==> src/rtl/core/plvg_pkg.sv <==
// ----------------------------------------------------------------------------
// plvg_pkg
// Shared types, register indexes and exp2 constants for the levels/gamma unit.
// ----------------------------------------------------------------------------
package plvg_pkg;

	localparam int PIXEL_BITS = 16;
	localparam int FRAC       = 30;
	localparam int LOG_STEPS  = 30;
	localparam int EXP_STEPS  = 30;

	localparam logic [PIXEL_BITS-1:0] FULL_SCALE = 16'hFFFF;

	// configuration register indexes
	localparam logic [2:0] REG_IN_BLACK  = 3'd0;
	localparam logic [2:0] REG_IN_WHITE  = 3'd1;
	localparam logic [2:0] REG_INV_GAMMA = 3'd2;
	localparam logic [2:0] REG_OUT_BLACK = 3'd3;
	localparam logic [2:0] REG_OUT_WHITE = 3'd4;

	// which level an item resolves to
	typedef enum logic [1:0] {
		SEL_BLACK = 2'd0,
		SEL_WHITE = 2'd1,
		SEL_BAND  = 2'd2
	} sel_t;

	// c_0 = 2.0, c_i = floor(sqrt(c_(i-1) * 2^30)), all Q.30
	function automatic logic [31:0] exp_const(input int idx);
		logic [63:0] c;
		logic [63:0] v;
		logic [63:0] root;
		logic [63:0] bt;
		int j;
		int s;
		c = 64'd1 << 31;
		for (j = 1; j <= idx; j++) begin
			v = c << 30;
			root = 64'd0;
			bt = 64'd1 << 62;
			for (s = 0; s < 32; s++) begin
				if (v >= root + bt) begin
					v = v - (root + bt);
					root = (root >> 1) + bt;
				end else begin
					root = root >> 1;
				end
				bt = bt >> 2;
			end
			c = root;
		end
		return c[31:0];
	endfunction

endpackage

==> src/rtl/core/plvg_exp2_stage.sv <==
// ----------------------------------------------------------------------------
// plvg_exp2_stage
// One step of the fixed-point exp2: multiply by a root-of-two constant when this step's bit is set.
// ----------------------------------------------------------------------------
module plvg_exp2_stage #(
	parameter int BIT = 29
) (
	input  logic        clk,
	input  logic        en,
	input  logic [30:0] p_in,
	input  logic [29:0] u_in,
	output logic [30:0] p_out,
	output logic [29:0] u_out
);
	import plvg_pkg::*;

	localparam logic [31:0] C_FULL = exp_const(FRAC - BIT);
	localparam logic [30:0] C      = C_FULL[30:0];

	logic [61:0] prod;
	logic [30:0] p_q;
	logic [29:0] u_q;

	assign prod = 62'(p_in) * 62'(C);

	always_ff @(posedge clk) begin
		if (en) begin
			p_q <= u_in[BIT] ? prod[60:30] : p_in;
			u_q <= u_in;
		end
	end

	assign p_out = p_q;
	assign u_out = u_q;

endmodule
==> config.mk <==
export PLATFORM = sky130hd
export DESIGN_NAME = plvg_exp2_stage
export DESIGN_NICKNAME = d
export VERILOG_FILES = /design/src/rtl/core/plvg_pkg.sv /design/src/rtl/core/plvg_exp2_stage.sv
export SDC_FILE = /design/constraint.sdc
export NUM_CORES = 1
export LEC_CHECK = 0
export CAP_MARGIN = 20
export CORE_ASPECT_RATIO = 0.7
export CORE_UTILIZATION = 55
export DETAILED_ROUTE_END_ITERATION = 10
export DONT_BUFFER_PORTS = 1
export GPL_TIMING_DRIVEN = 0
export PLACE_DENSITY = 0.68
export SLEW_MARGIN = 30
export SYNTH_ARGS = -nofsm -noshare
export SYNTH_HDL_FRONTEND = slang
export SYNTH_SLANG_ARGS = --single-unit
==> constraint.sdc <==
create_clock -name clk -period 9.05 [get_ports clk]
set_input_delay 0 -clock clk [delete_from_list [all_inputs] [get_ports clk]]
set_output_delay 0 -clock clk [all_outputs]
set_load 0.01 [all_outputs]
==> results.toml <==
[floorplanning]
io_pins = 124
initial_core_util = 0.564
rows = 55
die_x_um = 220
die_y_um = 155
core-area_um2 = 32600
die_area_um2 = 34100

[setup_path]
cp.depth = 24
startpoint = "p_in[18]"
slowest_delay_ns = 0.73
cp_slowest_cell = "a2111oi_0"
crit_arrival_ns = 6.79
cp.required_ns = 9.13
crit_path_cell_trace = "ha_1, fa_1, inv_1, fa_1, inv_1, fa_1, inv_1, fa_1, inv_1, fa_1, fa_1, inv_1, fa_1, inv_1, ha_1, nand2_1, nor3_1, nand2_1, a2111oi_0, nor4b_1, o21ai_1, a21boi_1, xnor2_1, mux2_2"
cp-start-kind = "input port"
path_max_fanout = 10
end_kind = "flop"
crit_type = "in -> reg"
path_buf_inv = 6
cp_top_family = "adder cells"
cp_common_cell = "fa_1"

[final_layout]
fin_cells = 2263
drive_gt1_frac = 0.0327
finalNetCount = 2637
diodes = 0
area_growth_pct = 8.05

[clock_network]
clockRootBuffer = "clkbuf_16"
cts.sinks = 61
cts-hold-fix-buffers = 60
htreeDepth = 3
post_cts_buffers = 0
cts_buffer_depth = 2
cts_tree = "done"
postCtsResizedCells = 0
clk_pin_slew_ns = 0.06
numCtsBuffers = 9

[logic_synthesis]
async_flop_share = 0
avgSynthCellArea_um2 = 10.4
yosysMostFrequentCell = "inv_1"
synth_nets = 2566
synth_compound_area_frac = 0.0635
yosys-top-cells-count = "540 x inv_1, 413 x ha_1, 330 x fa_1"
synth-simple-area-share = 0.0421
ys_seq_area_frac = 0.0999
ys_ff_latch = 61
synth_ff_type = "edfxtp_1"
yosysTopAreaCell = "fa_1"
synth_area_leaders = "fa_1 36%, ha_1 28%, inv_1 11%, edfxtp_1 10%, a21o_1 1.4%"
synth_top_family_by_area = "adder cells"
synthAdderAreaFrac = 0.642
synthMuxAreaShare = 0.0134
synth_area_um2 = 18300
synth_edf_count = 61
syn_inst = 1760
yosys_warnings = 0
ys_types = 62
synthXorXnorAreaFrac = 0.0248
synth_top_area_share = 0.360

[grt]
grt_pass1_wl_um = 77000
antenna_found_initial = 3
grt_overflow = 0
grt_max_degree = 62
grt_pass1_vias = 13211
grtUsageTotal = 0.307

[timing]
rsz0062_at_grt = "no"
min_period_over_period = 0.741
slew_headroom = 0.446
fmax_mhz = 149
slew_violations = 0
hold_violations = 0
fin_setup_tns_ns = 0
fin_crit_ns = 6.71
final-setup-viol-count = 0
fin_ws_ns = 2.34
hold_ws_ns = 0.0472
tightest_slew_ns = 0.809

[placement]
place.gp.congestion = 0.937
port_buffers = 0
dp_hpwl_um = 40200
dp_cells = 2187
post-place-ws_ns = 2.08

[status]
status = "finished with violations"
violations = "design-rule violations"

[drt]
drtIter0Drc = 815
drt-pass1-iter-count = 9
drc = 21
wl_um = 49500
ant_nets = 0
vias = 12474
detail_route.wl_per_cell_um = 21.9
routed_via_density = 5.51

[job]
cap_viol_max_count = 0

[min_path]
hold_start = "p_in[27]"
whs_path_depth = 2
hold_class = "in -> reg"
==> cell type report <==
class                   instances  area (um2)
inverters                     540        2030
flip-flops and latches         61        1830
clock buffers                   9         225
plain buffers                  16        72.6
fillers                      2679       12700
multi-input cells            1143       14400
well taps                     427         534
repair buffers                 60         618
clock inverters                 7        98.8
==> worst paths after layout <==
check	end	slack, ns
setup / recovery	p_out[17]	2.34
hold / removal	p_out[27]	0.05
==> flip-flops by register name, summed over array words and instances (netlist names) <==
signal	flops
u_out	30
p_out	31
==> layer usage <==
| metal | part of all wire | wire, um | track usage | vias up |
|---|---|---|---|---|
| met4 | 0.019 | 924 | 0.0558 | 0 |
| met3 | 0.10 | 5150 | 0.0755 | 53 |
| met2 | 0.40 | 19700 | 0.435 | 533 |
| li1 | - | - | - | 5721 |
| met5 | 0 | 0 | 0 | - |
| met1 | 0.48 | 23800 | 0.473 | 6167 |
==> cells in the final DEF, fill, tap and decap left out, drive strengths merged, types with 9 or more instances in the layout <==
cell,count
a211oi,9
a21o,36
a21oi,49
and2,11
clkbuf,20
dlygate4sd3,59
edfxtp,61
fa,330
ha,413
inv,541
mux2,20
nand2,48
nand3,13
nand4,17
nor2,32
nor3,14
o21ai,26
xnor2,25
xor2,27
==> through the flow <==
step	util	area, um2
2_1_floorplan	-	18300
3_3_place_gp	0.580	18900
3_5_place_dp	0.580	18900
4_1_cts	0.609	19800
5_1_grt	0.609	19800
6_report	0.609	19800
==> cells by family after synthesis <==
kind of cell / count (synthesis)
mux: 22
buf+inv: 556
simple gates: 155
fa+ha+maj: 743
compound gates: 171
flops: 61
xor+xnor: 52
Power is not shown: default switching activity piles up to over one toggle a cycle in this logic, so the estimate is an artifact.
