`src/rtl/core/plvg_pkg.sv`:
```
// ----------------------------------------------------------------------------
// plvg_pkg
// Shared types, register indexes and exp2 constants for the levels/gamma unit.
// ----------------------------------------------------------------------------
package plvg_pkg;

	localparam int PIXEL_BITS = 16;
	localparam int FRAC       = 30;
	localparam int LOG_STEPS  = 30;
	localparam int EXP_STEPS  = 30;

	localparam logic [PIXEL_BITS-1:0] FULL_SCALE = 16'hFFFF;

	// configuration register indexes
	localparam logic [2:0] REG_IN_BLACK  = 3'd0;
	localparam logic [2:0] REG_IN_WHITE  = 3'd1;
	localparam logic [2:0] REG_INV_GAMMA = 3'd2;
	localparam logic [2:0] REG_OUT_BLACK = 3'd3;
	localparam logic [2:0] REG_OUT_WHITE = 3'd4;

	// which level an item resolves to
	typedef enum logic [1:0] {
		SEL_BLACK = 2'd0,
		SEL_WHITE = 2'd1,
		SEL_BAND  = 2'd2
	} sel_t;

	// c_0 = 2.0, c_i = floor(sqrt(c_(i-1) * 2^30)), all Q.30
	function automatic logic [31:0] exp_const(input int idx);
		logic [63:0] c;
		logic [63:0] v;
		logic [63:0] root;
		logic [63:0] bt;
		int j;
		int s;
		c = 64'd1 << 31;
		for (j = 1; j <= idx; j++) begin
			v = c << 30;
			root = 64'd0;
			bt = 64'd1 << 62;
			for (s = 0; s < 32; s++) begin
				if (v >= root + bt) begin
					v = v - (root + bt);
					root = (root >> 1) + bt;
				end else begin
					root = root >> 1;
				end
				bt = bt >> 2;
			end
			c = root;
		end
		return c[31:0];
	endfunction

endpackage

```
`src/rtl/core/plvg_log2_stage.sv`:
```
// ----------------------------------------------------------------------------
// plvg_log2_stage
// One square-and-compare step of the fixed-point log2, producing one bit.
// ----------------------------------------------------------------------------
module plvg_log2_stage #(
	parameter int BIT = 29
) (
	input  logic        clk,
	input  logic        en,
	input  logic [30:0] m_in,
	input  logic [29:0] frac_in,
	output logic [30:0] m_out,
	output logic [29:0] frac_out
);
	import plvg_pkg::*;

	logic [61:0] sq;
	logic [31:0] t;
	logic [30:0] m_q;
	logic [29:0] frac_q;

	assign sq = 62'(m_in) * 62'(m_in);
	assign t  = sq[61:30];

	// mantissa reached 2.0: halve it and set this fraction bit
	always_ff @(posedge clk) begin
		if (en) begin
			m_q    <= t[31] ? t[31:1] : t[30:0];
			frac_q <= t[31] ? (frac_in | (30'd1 << BIT)) : frac_in;
		end
	end

	assign m_out    = m_q;
	assign frac_out = frac_q;

endmodule

```
`config.mk`:
```
export PLATFORM = sky130hd
export DESIGN_NAME = plvg_log2_stage
export DESIGN_NICKNAME = d
export VERILOG_FILES = /design/src/rtl/core/plvg_pkg.sv /design/src/rtl/core/plvg_log2_stage.sv
export SDC_FILE = /design/constraint.sdc
export NUM_CORES = 2
export LEC_CHECK = 0
export BUFFER_PORTS_ARGS = -buffer_cell sky130_fd_sc_hd__buf_2
export CAP_MARGIN = 20
export CELL_PAD_IN_SITES_DETAIL_PLACEMENT = 0
export CELL_PAD_IN_SITES_GLOBAL_PLACEMENT = 2
export CORE_UTILIZATION = 30
export CTS_CLUSTER_DIAMETER = 120
export DETAILED_ROUTE_END_ITERATION = 8
export GPL_ROUTABILITY_DRIVEN = 0
export PLACE_DENSITY = 0.64
export SLEW_MARGIN = 20
export SYNTH_ARGS = -nofsm -noshare
export SYNTH_HDL_FRONTEND = slang
export SYNTH_SLANG_ARGS = --single-unit
```
`constraint.sdc`:
```
create_clock -name clk -period 12.09 [get_ports clk]
set_clock_uncertainty 0.2 [all_clocks]
set_input_delay 1.209 -clock clk [delete_from_list [all_inputs] [get_ports clk]]
set_output_delay 1.209 -clock clk [all_outputs]
set_load 0.005 [all_outputs]
```
==> results.md <==
* Outcome: finished, final reports clean
* GR Util met1 at 0.222
* Min-Delay Path Class: primary input to flip-flop
* Area grow syn2layout at 7.53%
* Worst slew margin at 0.269
* Yosys reg bits at 61
* Initial antenna violation count at 2
* N_diodes at 0
* Yosys warning total at 0
* Critical setup path kind: primary input to flip-flop
* HPWL Detailed at 70200 µm
* Die footprint at 98400 µm²
* Synth top area cells: fa_1, inv_1, ha_1
* Routed WL per cell at approximately 20 µm
* First drt pass iteration count at 5
* TritonCTS clock tree: done
* CP arrival at 9870 ps
* Gr ovfl total at 0
* EDFF count, synth at 61
* Final net count at 4140
* Total GRT Usage at 0.182
* Peak Freq at about 100 MHz
* Hold-fix buffers, CTS at 0
* Die Wd at approximately 310 µm
* I/O pins at around 120
* Sequential share of the synthesized area at 0.0628
* Share of cells above drive strength 1 at 0.0577
* Clk sinks at 61
* Largest area contributor in the netlist: fa_1
* Mapped Area at 29200 µm²
* Row cnt at 113
* DR vias/cell at 4.52
* Antenna Nets Post-Route at 0
* Unrepaired setup endpoints after global routing: no
* Placed Cells at around 4.3k
* Starting DRC count in detailed routing at 780
* Met3 Use GR at 0.0118
* Clock buffer depth at 2
* Vert. Die Dim at roughly 310 µm
* Worst-path clk slew at 50 ps
* H-Tree Depth at 3
* Number of post-CTS setup repair buffers at 0
* Fraction of registers with async set or reset after synthesis at 0
* Root Driver: clkbuf_16
* Top_reg_cell synth: edfxtp_1
* Cell count after synthesis at 3024
* TritonCTS buffer count at 9
* Fin Setup TNS at 0 ps
* Setup violation total in the final timing report at 0
* Max_cap viols at 0
* DRC viols at 0
* Post-synth cell types at 59
* Hold Vio Cnt, Final at 0
* Crit path required time at between 10000 and 15000 ps
* First-pass GRT wire length at 137000 µm
* Slew Limit Fails at 0
* Met2 Use GR at 0.341
* Synth top area share at 0.513
* CP endpoint kind: flip-flop
* I/O Buffers at approximately 120
* Routed WL at 85400 µm
* Syn nets at 4103
* Initial Utilization at 0.305
* Via count at 19.6k
* Syn_area_per_cell at 9.64 µm²
* Fin cells at 4330
* CP max FO at 36
* Core area at between 90000 and 100000 µm²
* Layer with the highest usage: met2
* Worst Max-Slew Pin Slew at 1100 ps
* Largest net degree at the start of global routing at a little over 60
* Number of global-route vias before repair at about 24k
* Fin crit share at 0.828
* Crit path time final at about 10000 ps
* Worst setup SP type: primary input
* Resized cells post-CTS at 0
## layer usage
metal / share of wire / up-vias
li1: - / 8863
met1: 0.41 / 10272
met2: 0.53 / 326
met3: 0.025 / 121
met4: 0.033 / 0
met5: 0 / -
## critical path, cell delays in order
cell and delay [ps]:
buf_2 510, inv_1 520, ha_1 350, or2_2 300
fa_1 480, fa_1 530, inv_1 60, fa_1 490
inv_1 60, fa_1 500, inv_1 60, fa_1 550
inv_1 60, fa_1 510, fa_1 440, ha_1 380
nand3_1 110, o221ai_1 130, a211oi_1 330, nand2_1 150
o2111ai_2 360, a21oi_1 140, o31a_1 350, xnor2_4 820
mux2_2 420
## cell type report
cell class	count	area, µm²
clock buffers	9	225
clock inverters	6	103
fillers	10098	64200
inverters	921	3460
multi-input cells	1928	23400
flip-flops and latches	61	1830
well taps	1265	1580
repair buffers	140	743
## cells in the mapped netlist, types with 2 or more instances
master / number
a211o_1: 3
a211oi_1: 6
a21o_1: 22
a21oi_1: 76
a31o_2: 4
a31oi_1: 4
a41o_1: 3
a41oi_1: 2
and2_1: 189
and3_1: 8
buf_2: 5
buf_6: 3
clkbuf_1: 105
edfxtp_1: 61
fa_1: 747
ha_1: 269
inv_1: 920
mux2_1: 12
mux2_2: 9
mux2i_1: 6
nand2_1: 296
nand2b_1: 4
nand3_1: 16
nand3b_1: 2
nand4_1: 20
nor2_1: 62
nor2b_1: 10
nor3_1: 10
nor3b_1: 2
nor4_1: 3
o211ai_1: 9
o21a_1: 4
o21ai_0: 34
o21ai_1: 3
o21bai_1: 10
o22ai_1: 2
o31a_1: 2
or2_2: 7
xnor2_1: 32
xor2_1: 23
## path summary, 6_finish.rpt
| kind | slack, ps | cells after the start | start | end |
|---|---|---|---|---|
| worst max-delay path | 2080 | 25 | m_in[8] | m_out[13] |
| worst min-delay path | 870 | 1 | frac_in[21] | frac_out[21] |
## cells by family (layout without fill, tap and decap cells)
family          count (synthesis)  in the layout  share of synthesized area
mux                            27             27                     0.0102
buf+inv                      1035           1076                      0.134
xor+xnor                       56             56                     0.0175
simple gates                  631            631                      0.104
compound gates                198            198                     0.0428
flops                          61             61                     0.0628
fa+ha+maj                    1016           1016                      0.628
## per-stage QoR
stage	utilization	area [µm²]	hold slack (ps)	setup WS (ps)
after global placement	0.325	31000	1190	1780
final	0.328	31300	867	2080
after global routing	0.328	31300	848	1680
after detailed placement	0.325	31000	1190	1780
after CTS	0.328	31300	853	2090
after floorplan	-	29200	1110	3480
## cell usage in the layout (no fill, tap or decap), types with 9 or more instances in the layout
master       n
clkbuf_16    9
mux2_1      12
nand4_1     20
nand3_1     16
inv_1      920
a21oi_1     76
and2_1     189
ha_1       269
buf_4       17
a21o_1      22
nand2_1    296
nor2_1      62
fa_1       747
mux2_2       9
nor3_1      10
buf_2      123
nor2b_1     10
o211ai_1     9
edfxtp_1    61
xor2_1      23
o21bai_1    10
xnor2_1     32
o21ai_0     34
## flip-flops by register name, summed over array words and instances, names as in the netlist
| signal | count |
|---|---|
| m_out | 31 |
| frac_out | 30 |
Power is not shown: default switching activity piles up to over one toggle a cycle in this logic, so the estimate is an artifact.
